## src/rtl/triggered_sample_recorder_defines.svh

```systemverilog
// Assertion macros used by the recorder state module (trs_step).
`ifndef TRIGGERED_SAMPLE_RECORDER_DEFINES_SVH
`define TRIGGERED_SAMPLE_RECORDER_DEFINES_SVH

// Property must hold at every clock edge outside reset.
`define TRS_ASSERT(label, clk, rst_n, prop) \
    label: assert property (@(posedge clk) disable iff (!rst_n) prop) \
        else $error("assertion failed");

// Expression must never be true outside reset.
`define TRS_ASSERT_NEVER(label, clk, rst_n, expr) \
    `TRS_ASSERT(label, clk, rst_n, !(expr))

`endif

```

## src/rtl/trs_pkg.sv

```systemverilog
// Types and constants of the triggered sample recorder.
`timescale 1ns / 1ps

package trs_pkg;

    localparam int DATA_W       = 64;
    localparam int SLOT_FIELD_W = 12;
    localparam int TRIG_W       = 32;
    localparam int CFG_IDX_W    = 3;
    localparam int CFG_DATA_W   = 32;
    localparam int TOTAL_W      = 13;
    localparam logic [TOTAL_W-1:0] TOTAL_RESET = 13'd4096;

    typedef enum logic [1:0] {
        FUNC_TICK  = 2'd0,
        FUNC_START = 2'd1,
        FUNC_STOP  = 2'd2
    } func_t;

    typedef enum logic [1:0] {
        ST_OK          = 2'd0,
        ST_NOT_CFG     = 2'd1,
        ST_RUNNING     = 2'd2,
        ST_STOPPED     = 2'd3
    } status_t;

    localparam logic [1:0] MODE_NONE    = 2'd0;
    localparam logic [1:0] MODE_FALLING = 2'd2;

    localparam logic [2:0] CMP_S8  = 3'd0;
    localparam logic [2:0] CMP_U8  = 3'd1;
    localparam logic [2:0] CMP_S16 = 3'd2;
    localparam logic [2:0] CMP_U16 = 3'd3;
    localparam logic [2:0] CMP_S32 = 3'd4;

    typedef enum logic [CFG_IDX_W-1:0] {
        REG_CONFIGURED    = 3'd0,
        REG_TRIGGER_MODE  = 3'd1,
        REG_COMPARE_TYPE  = 3'd2,
        REG_THRESHOLD     = 3'd3,
        REG_TIME_DIV      = 3'd4,
        REG_POST_TRIGGER  = 3'd5,
        REG_TOTAL_SAMPLES = 3'd6
    } reg_index_t;

    typedef struct packed {
        logic               configured;
        logic [1:0]         trigger_mode;
        logic [2:0]         compare_type;
        logic [TRIG_W-1:0]  threshold;
        logic [15:0]        time_div;
        logic [15:0]        post_trigger;
        logic [TOTAL_W-1:0] total_samples;
    } cfg_t;

    localparam cfg_t CFG_RESET = '{
        configured:    1'b0,
        trigger_mode:  2'd0,
        compare_type:  3'd0,
        threshold:     {TRIG_W{1'b0}},
        time_div:      16'd0,
        post_trigger:  16'd0,
        total_samples: TOTAL_RESET
    };

    typedef struct packed {
        status_t                 status;
        logic                    write_enable;
        logic [SLOT_FIELD_W-1:0] write_slot;
        logic [DATA_W-1:0]       write_data;
        logic                    is_running;
        logic                    is_triggered;
        logic [SLOT_FIELD_W-1:0] oldest_slot;
    } res_t;

endpackage

```

## src/rtl/triggered_sample_recorder.sv

```systemverilog
// Top level of the triggered sample recorder: stream handshake and pipeline registers.
//
// Usage:
//   Input beats on s_*: func in s_tuser (tick, start, stop); each tick carries a
//   sample word and a trigger value in s_tdata. Every accepted input beat yields
//   exactly one result beat on m_*, in order: status in m_tuser, write strobe,
//   slot, sample word and recorder flags in m_tdata.
//   Configuration goes through cfg_valid/cfg_ready/cfg_index/cfg_data, one
//   register per beat; cfg_ready is always high. Write only while idle.
// Timing:
//   Input register, combinational state update logic, output register.
//   One beat per cycle is sustained while m_tready is high.
// Reset:
//   aresetn is synchronous, active low; clears the valid flags of both pipeline stages,
//   the recorder state and the configuration (sample count back to 4096).
// Backpressure:
//   A stalled m_tready holds the result; one more input beat is absorbed in the
//   input register, then s_tready drops until the result is taken.
`timescale 1ns / 1ps

module triggered_sample_recorder
    import trs_pkg::*;
#(
    parameter int SLOT_COUNT  = 4096,
    parameter int SAMPLE_BITS = 64
) (
    input  logic                  aclk,
    input  logic                  aresetn,

    input  logic                  s_tvalid,
    output logic                  s_tready,
    input  logic [95:0]           s_tdata,   // sample_data[63:0], trigger_value[95:64]
    input  logic [1:0]            s_tuser,   // func[1:0]

    output logic                  m_tvalid,
    input  logic                  m_tready,
    output logic [95:0]           m_tdata,   // write_enable[0], write_slot[12:1],
                                             // write_data[76:13], is_running[77],
                                             // is_triggered[78], oldest_slot[90:79], zero
    output logic [1:0]            m_tuser,   // status[1:0]

    input  logic                  cfg_valid,
    output logic                  cfg_ready,
    input  logic [CFG_IDX_W-1:0]  cfg_index,
    input  logic [CFG_DATA_W-1:0] cfg_data
);

    cfg_t cfg;
    res_t res;

    logic                   in_valid_reg,  in_valid_next;
    logic [1:0]             in_func_reg;
    logic [SAMPLE_BITS-1:0] in_sample_reg;
    logic [TRIG_W-1:0]      in_trig_reg;
    logic                   out_valid_reg, out_valid_next;
    res_t                   out_res_reg;
    logic                   advance;
    logic                   s_accept;

    assign advance  = in_valid_reg && (!out_valid_reg || m_tready);
    assign s_tready = !in_valid_reg || advance;
    assign s_accept = s_tvalid && s_tready;

    assign in_valid_next  = s_accept ? 1'b1 : (advance ? 1'b0 : in_valid_reg);
    assign out_valid_next = advance ? 1'b1 : (m_tready ? 1'b0 : out_valid_reg);

    trs_cfg_regs u_cfg (
        .aclk      (aclk),
        .aresetn   (aresetn),
        .cfg_valid (cfg_valid),
        .cfg_ready (cfg_ready),
        .cfg_index (cfg_index),
        .cfg_data  (cfg_data),
        .cfg       (cfg)
    );

    trs_step #(
        .SLOT_COUNT  (SLOT_COUNT),
        .SAMPLE_BITS (SAMPLE_BITS)
    ) u_step (
        .aclk    (aclk),
        .aresetn (aresetn),
        .step_en (advance),
        .func    (in_func_reg),
        .sample  (in_sample_reg),
        .trig    (in_trig_reg),
        .cfg     (cfg),
        .res     (res)
    );

    always_ff @(posedge aclk) begin
        if (!aresetn) begin
            in_valid_reg  <= 1'b0;
            out_valid_reg <= 1'b0;
        end else begin
            in_valid_reg  <= in_valid_next;
            out_valid_reg <= out_valid_next;
        end
    end

    always_ff @(posedge aclk) begin
        if (s_accept) begin
            in_func_reg   <= s_tuser;
            in_sample_reg <= s_tdata[SAMPLE_BITS-1:0];
            in_trig_reg   <= s_tdata[95:64];
        end
        if (advance) begin
            out_res_reg <= res;
        end
    end

    assign m_tvalid = out_valid_reg;
    assign m_tuser  = out_res_reg.status;
    assign m_tdata  = {5'b0,
                       out_res_reg.oldest_slot,
                       out_res_reg.is_triggered,
                       out_res_reg.is_running,
                       out_res_reg.write_data,
                       out_res_reg.write_slot,
                       out_res_reg.write_enable};

endmodule

```

## src/rtl/trs_trigger_cmp.sv

```systemverilog
// Trigger threshold compare: value at or above threshold per compare type.
`timescale 1ns / 1ps

module trs_trigger_cmp
    import trs_pkg::*;
(
    input  logic [2:0]        compare_type,
    input  logic [TRIG_W-1:0] value,
    input  logic [TRIG_W-1:0] threshold,
    output logic              at_or_above
);

    logic [TRIG_W-1:0] mask;
    logic [TRIG_W-1:0] sign;

    always_comb begin
        unique case (compare_type)
            CMP_S8:  begin mask = 32'h0000_00FF; sign = 32'h0000_0080; end
            CMP_U8:  begin mask = 32'h0000_00FF; sign = 32'h0000_0000; end
            CMP_S16: begin mask = 32'h0000_FFFF; sign = 32'h0000_8000; end
            CMP_U16: begin mask = 32'h0000_FFFF; sign = 32'h0000_0000; end
            CMP_S32: begin mask = 32'hFFFF_FFFF; sign = 32'h8000_0000; end
            default: begin mask = 32'hFFFF_FFFF; sign = 32'h0000_0000; end
        endcase
    end

    assign at_or_above = ((value & mask) ^ sign) >= ((threshold & mask) ^ sign);

endmodule

```

## src/rtl/trs_cfg_regs.sv

```systemverilog
// Configuration register file of the recorder.
`timescale 1ns / 1ps

module trs_cfg_regs
    import trs_pkg::*;
(
    input  logic                  aclk,
    input  logic                  aresetn,
    input  logic                  cfg_valid,
    output logic                  cfg_ready,
    input  logic [CFG_IDX_W-1:0]  cfg_index,
    input  logic [CFG_DATA_W-1:0] cfg_data,
    output cfg_t                  cfg
);

    cfg_t cfg_reg;
    cfg_t cfg_next;

    assign cfg_ready = 1'b1;
    assign cfg       = cfg_reg;

    always_comb begin
        cfg_next = cfg_reg;
        if (cfg_valid) begin
            unique case (reg_index_t'(cfg_index))
                REG_CONFIGURED:    cfg_next.configured    = cfg_data[0];
                REG_TRIGGER_MODE:  cfg_next.trigger_mode  = cfg_data[1:0];
                REG_COMPARE_TYPE:  cfg_next.compare_type  = cfg_data[2:0];
                REG_THRESHOLD:     cfg_next.threshold     = cfg_data;
                REG_TIME_DIV:      cfg_next.time_div      = cfg_data[15:0];
                REG_POST_TRIGGER:  cfg_next.post_trigger  = cfg_data[15:0];
                REG_TOTAL_SAMPLES: cfg_next.total_samples = cfg_data[TOTAL_W-1:0];
                default:           cfg_next = cfg_reg;
            endcase
        end
    end

    always_ff @(posedge aclk) begin
        if (!aresetn) begin
            cfg_reg <= CFG_RESET;
        end else begin
            cfg_reg <= cfg_next;
        end
    end

endmodule

```

## src/rtl/trs_step.sv

```systemverilog
// Recorder state and the per-beat update: divider, slot index, trigger, countdown.
`timescale 1ns / 1ps

`include "triggered_sample_recorder_defines.svh"

module trs_step
    import trs_pkg::*;
#(
    parameter int SLOT_COUNT  = 4096,
    parameter int SAMPLE_BITS = 64
) (
    input  logic                   aclk,
    input  logic                   aresetn,
    input  logic                   step_en,
    input  logic [1:0]             func,
    input  logic [SAMPLE_BITS-1:0] sample,
    input  logic [TRIG_W-1:0]      trig,
    input  cfg_t                   cfg,
    output res_t                   res
);

    localparam int SLOT_W = $clog2(SLOT_COUNT);
    localparam int LIM_W  = $clog2(SLOT_COUNT + 1);
    localparam int CW     = (LIM_W > TOTAL_W) ? LIM_W : TOTAL_W;
    localparam int SX_W   = (SLOT_W > SLOT_FIELD_W) ? SLOT_W : SLOT_FIELD_W;

    logic [SLOT_W-1:0] next_slot_reg,      next_slot_next;
    logic [15:0]       divider_count_reg,  divider_count_next;
    logic [15:0]       stop_countdown_reg, stop_countdown_next;
    logic              running_reg,        running_next;
    logic              stopping_reg,       stopping_next;
    logic              below_seen_reg,     below_seen_next;
    logic              first_pass_reg,     first_pass_next;

    logic              at_or_above;
    logic              crossed;
    logic [CW-1:0]     total_ext;
    logic [CW-1:0]     slot_limit;
    logic [CW-1:0]     slot_inc;
    logic [SLOT_W-1:0] wslot;
    logic [SX_W-1:0]   wslot_ext;
    logic [SX_W-1:0]   oldest_ext;

    trs_trigger_cmp u_cmp (
        .compare_type (cfg.compare_type),
        .value        (trig),
        .threshold    (cfg.threshold),
        .at_or_above  (at_or_above)
    );

    assign crossed   = (cfg.trigger_mode == MODE_FALLING) ? !at_or_above : at_or_above;
    assign total_ext = CW'(cfg.total_samples);
    assign slot_inc  = CW'(next_slot_reg) + CW'(1);

    always_comb begin
        if (cfg.total_samples == '0) begin
            slot_limit = CW'(1);
        end else if (total_ext > CW'(SLOT_COUNT)) begin
            slot_limit = CW'(SLOT_COUNT);
        end else begin
            slot_limit = total_ext;
        end
    end

    always_comb begin
        next_slot_next      = next_slot_reg;
        divider_count_next  = divider_count_reg;
        stop_countdown_next = stop_countdown_reg;
        running_next        = running_reg;
        stopping_next       = stopping_reg;
        below_seen_next     = below_seen_reg;
        first_pass_next     = first_pass_reg;
        res.status          = ST_OK;
        res.write_enable    = 1'b0;
        res.write_data      = '0;
        wslot               = '0;

        if (step_en) begin
            unique case (func_t'(func))
                FUNC_START: begin
                    if (!cfg.configured) begin
                        res.status = ST_NOT_CFG;
                    end else if (running_reg) begin
                        res.status = ST_RUNNING;
                    end else begin
                        next_slot_next     = '0;
                        divider_count_next = '0;
                        stopping_next      = 1'b0;
                        below_seen_next    = 1'b0;
                        first_pass_next    = 1'b1;
                        running_next       = 1'b1;
                    end
                end
                FUNC_STOP: begin
                    if (!cfg.configured) begin
                        res.status = ST_NOT_CFG;
                    end else if (!running_reg) begin
                        res.status = ST_STOPPED;
                    end else if (!stopping_reg) begin
                        stopping_next       = 1'b1;
                        stop_countdown_next = cfg.post_trigger;
                    end
                end
                FUNC_TICK: begin
                    if (running_reg) begin
                        if (divider_count_reg != '0) begin
                            divider_count_next = divider_count_reg - 16'd1;
                        end else begin
                            divider_count_next = cfg.time_div;
                            res.write_enable   = 1'b1;
                            res.write_data     = DATA_W'(sample);
                            wslot              = next_slot_reg;
                            if (slot_inc >= slot_limit) begin
                                next_slot_next  = '0;
                                first_pass_next = 1'b0;
                            end else begin
                                next_slot_next  = slot_inc[SLOT_W-1:0];
                            end
                            if (!first_pass_next) begin
                                if (!stopping_reg && cfg.trigger_mode != MODE_NONE) begin
                                    if (crossed) begin
                                        if (below_seen_reg) begin
                                            stopping_next       = 1'b1;
                                            stop_countdown_next = cfg.post_trigger;
                                        end
                                    end else begin
                                        below_seen_next = 1'b1;
                                    end
                                end
                                if (stopping_next) begin
                                    if (stop_countdown_next == '0) begin
                                        running_next = 1'b0;
                                    end else begin
                                        stop_countdown_next = stop_countdown_next - 16'd1;
                                    end
                                end
                            end
                        end
                    end
                end
                default: ;
            endcase
        end

        wslot_ext        = SX_W'(wslot);
        oldest_ext       = SX_W'(next_slot_next);
        res.write_slot   = wslot_ext[SLOT_FIELD_W-1:0];
        res.oldest_slot  = oldest_ext[SLOT_FIELD_W-1:0];
        res.is_running   = running_next;
        res.is_triggered = stopping_next;
    end

    always_ff @(posedge aclk) begin
        if (!aresetn) begin
            next_slot_reg      <= '0;
            divider_count_reg  <= '0;
            stop_countdown_reg <= '0;
            running_reg        <= 1'b0;
            stopping_reg       <= 1'b0;
            below_seen_reg     <= 1'b0;
            first_pass_reg     <= 1'b0;
        end else begin
            next_slot_reg      <= next_slot_next;
            divider_count_reg  <= divider_count_next;
            stop_countdown_reg <= stop_countdown_next;
            running_reg        <= running_next;
            stopping_reg       <= stopping_next;
            below_seen_reg     <= below_seen_next;
            first_pass_reg     <= first_pass_next;
        end
    end

    `TRS_ASSERT(a_slot_in_range, aclk, aresetn, CW'(next_slot_reg) < CW'(SLOT_COUNT))
    `TRS_ASSERT_NEVER(a_write_only_running, aclk, aresetn, res.write_enable && !running_reg)
    `TRS_ASSERT(a_stop_after_trigger, aclk, aresetn,
        $fell(running_reg) && $past(aresetn) |-> stopping_reg)
    `TRS_ASSERT(a_start_arms, aclk, aresetn,
        step_en && func == FUNC_START && res.status == ST_OK
        |=> running_reg && first_pass_reg && !stopping_reg && next_slot_reg == '0)

endmodule
```

## config.mk

```make
export PLATFORM = sky130hd
export DESIGN_NAME = triggered_sample_recorder
export DESIGN_NICKNAME = d
export VERILOG_FILES = /design/src/rtl/trs_pkg.sv /design/src/rtl/triggered_sample_recorder.sv /design/src/rtl/trs_trigger_cmp.sv /design/src/rtl/trs_cfg_regs.sv /design/src/rtl/trs_step.sv
export VERILOG_INCLUDE_DIRS = /design/src /design/src/rtl
export SDC_FILE = /design/constraint.sdc
export NUM_CORES = 1
export LEC_CHECK = 0
export BUFFER_PORTS_ARGS = -buffer_cell sky130_fd_sc_hd__buf_2
export CAP_MARGIN = 25
export CORE_MARGIN = 2
export CORE_UTILIZATION = 50
export DETAILED_ROUTE_END_ITERATION = 12
export PLACE_DENSITY = 0.77
export SETUP_SLACK_MARGIN = 0.1
export SLEW_MARGIN = 20
export SYNTH_ARGS = -nofsm -noshare
export SYNTH_HDL_FRONTEND = slang
export SYNTH_SLANG_ARGS = --single-unit
```

## constraint.sdc

```tcl
create_clock -name aclk -period 16.43 [get_ports aclk]
set_clock_uncertainty 0.15 [all_clocks]
set_input_delay 4.929 -clock aclk [delete_from_list [all_inputs] [get_ports aclk]]
set_output_delay 4.929 -clock aclk [all_outputs]
set_load 0.005 [all_outputs]
```

==> flow_metrics.tcl <==
set metrics [dict create \
    root_buffer "clkbuf_16" \
    vias 11490 \
    status "complete, no violations" \
    drc 0 \
    synth.largest_area_cell "edfxtp_1" \
    antenna_found_initial 0 \
    period_needed_ns 10.65 \
    arrival_ns 5.58 \
    ys_warn_count 0 \
    cp_max_fo 4 \
    syn_avg_cell_area_um2 10.19 \
    min_to "u_cfg.cfg[31]" \
    ctsHoldBuffers 0 \
    numCtsBuffers 35 \
    path_cells "buf_2 -> nor2b_1 -> nand2_1 -> buf_2" \
    first_global_vias 10880 \
    cpMostUsedCell "buf_2" \
    p_leak_nw 6.813 \
    netlist_area_um2 14950 \
    r2r_setup_slack_ns 10.61 \
    critPathBufInv 2 \
    wl_met1_um 15380 \
    finalNetCount 1857 \
    slew_viol_final 0 \
    grt-ovfl-total 0 \
    setup-tns-final_ns 0 \
    critPathSlowestCell "nor2b_1" \
    synth_common_cells "nand2_1 (264), edfxtp_1 (191), a21oi_1 (136)" \
    wl_per_cell_um 16.99 \
    initial_utilization_pct 50.56 \
    antenna_left 0 \
    grt_use_total_pct 22.38 \
    endpoint_kind "output pin" \
    fp.dieH_um 176.9 \
    ios 239 \
    fin_crit_sh_pct 64.85 \
    cts-htree-levels 2 \
    diodes 0 \
    synth.yosys.seq_area_share_pct 56.19 \
    clockPowerShare_pct 44.2 \
    postCtsSetupBuffers 0 \
    fmax_mhz 93.86 \
    first_iter_violations 883 \
    peakVddDrop_mv 0.08220 \
    routed_wl_um 35410 \
    grt_first_pass_wirelength_um 56190 \
    p_comb_share_pct 5.8 \
    clock_sinks 324 \
    synth-edff-count 191 \
    fillers 2467 \
    cts_max_path_buffers 3 \
    largest_register_ff_count 91 \
    swShare_pct 21.79 \
    yosys.area.top_type_share_pct 38.38 \
    ys_top_cells_by_area "edfxtp_1 (38%), dfxtp_1 (18%), nand2_1 (6.6%), and2_1 (5.0%), a21oi_1 (4.6%)" \
    p_int_w 0.001403 \
    synth_most_common_cell "nand2_1" \
    ys_types 79 \
    io_buffers 232 \
    slew_headroom_pct 41.11 \
    wl_met3_um 2659 \
    area_growth_pct 17.20 \
    core_um2 29560 \
    worst-slew-pin-transition_ns 0.8834 \
    r2r_start "u_cfg.cfg[79]" \
    hold_path.class "reg2reg" \
    clock_latency_ns 0.51 \
    slowest_delay_ns 0.29 \
    rsz0062_at_grt "false" \
    cts_tree "done" \
    start_kind "input port" \
    clk_pin_slew_ns 0.06 \
    reg2reg_to "u_step.stop_countdown_reg[13]" \
    cp.required_ns 11.35 \
    dr_wl_met2_um 16610 \
    row_count 63 \
    p_per_area_nw_per_um2 102.4 \
    p_switching_w 0.0003909 \
    grt_max_degree 77 \
    async_reset_ff_share_pct 0 \
    crit_type "in2out" \
    drive_gt1_share_pct 19.78 \
    die_area_um2 31290 \
    hold_violations 0 \
    final-setup-viol-count 0 \
    syn-instance-count 1467 \
    crit_family "simple AND/OR/NAND/NOR gates" \
    dp_hpwl_um 24470 \
    die_x_um 176.9 \
    hold-worst-slack_ns 0.3049 \
    post_cts_resized 0 \
    sequentialPowerShare_pct 50.0 \
    gp_congestion 0.8833 \
    reg2reg_depth 20 \
    min_from "u_cfg.cfg[31]" \
    synth_ff_type "edfxtp_1" \
    min_path_cells 2 \
    first_pass_iters 8 \
    synth_seq_cells 324 \
    post_drt_via_cell_ratio 5.513 \
    top_layer "met4" \
    maxCapViolCount 0 \
    utilization_pct 59.26 \
]
[worst register-to-register path, cell delays in order, from the launching register on]
cell and delay (ns):
dfxtp_2 0.50, or2_2 0.47, and2_1 0.20, ha_1 0.31, o21a_1 0.17, o21ai_0 0.14, a31oi_1 0.06, a211oi_1 0.62
o21ai_4 0.22, mux2i_4 0.20, buf_4 0.39, mux2i_1 0.20, ha_1 0.30, a41oi_1 0.34, o21ai_1 0.18, o41ai_2 0.44
nor2b_1 0.22, xnor2_1 0.08, a211oi_1 0.24, a21oi_1 0.07, a211oi_1 0.25
[placed cells by master, fill, tap and decap left out, types with 6 or more instances in the layout]
master / instances
nor2_1: 82
nand4_1: 15
mux2i_1: 19
conb_1: 6
o21a_1: 9
ha_1: 52
nand2b_1: 12
xor2_1: 10
dfxtp_1: 132
nor2b_1: 13
or3_1: 10
nor4_1: 11
a21oi_1: 136
a211oi_1: 10
o31ai_1: 9
and2_1: 119
a31oi_1: 11
a21o_1: 8
nor3_1: 30
clkinv_2: 6
buf_4: 12
and3_1: 13
xnor2_1: 6
buf_2: 232
edfxtp_1: 191
o211ai_1: 6
clkbuf_1: 6
o21ai_0: 61
nand2_1: 264
inv_1: 24
mux2_2: 7
clkbuf_16: 35
nand3_1: 25
[worst max path at each step]
stage / start / endpoint / slack, ns / depth (start not counted)
global placement: m_tready / s_tready / 5.78 / 4
finish: m_tready / s_tready / 5.78 / 4
floorplan: m_tready / s_tready / 6.14 / 2
CTS: m_tready / s_tready / 5.77 / 4
detailed placement: m_tready / s_tready / 5.76 / 4
global route: m_tready / s_tready / 5.70 / 4
[cell families (layout without fill, tap and decap cells)]
family / Yosys count / in the layout / share of synthesized area (%)
muxes: 29 / 29 / 2.202
adders and majority gates: 52 / 52 / 4.353
AOI/OAI and AO/OA: 305 / 305 / 12.58
other: 2 / 6 / 0.05025
xor gates and xnor gates: 16 / 16 / 0.9376
buffers and inverters: 110 / 333 / 3.098
DFF: 324 / 324 / 56.19
and+or+nand+nor: 629 / 629 / 20.59
[cell type report]
type	instances	area, µm²	area share (%)
clock inverter	23	266.5	1.521
timing repair buffer	244	1251	7.143
inverter	25	93.84	0.5357
sequential	324	8399	47.95
tap	390	488.0	2.786
clock buffer	41	898.4	5.129
multi-input combinational	1037	6120	34.94
[stage by stage]
stage	area, µm²	power [W]	worst slack (ns)	cells
after detailed placement	16350	0.001018	5.760	2020
after global routing	17520	0.001858	5.703	2084
final	17520	0.001794	5.776	2084
after floorplan	14960	0.0009725	6.140	1471
after CTS	17510	0.001812	5.770	2084
after global placement	16350	0.001015	5.785	2020
[layer usage]
metal	GRT usage (%)	vias to the layer above
met5	0	-
met4	6.818	0
met3	3.780	52
met2	37.06	425
met1	30.21	5410
li1	-	5602
[power groups by stage]
stage          Combinational [W]  Sequential [W]  Clock [W]
2_1_floorplan          0.0000579        0.000915          0
3_3_place_gp            0.000101        0.000914          0
3_5_place_dp            0.000103        0.000915          0
4_1_cts                 0.000104        0.000898   0.000810
5_1_grt                 0.000114        0.000900   0.000844
6_report                0.000103        0.000898   0.000793
No activity file was read; power rests on OpenSTA's default activity.
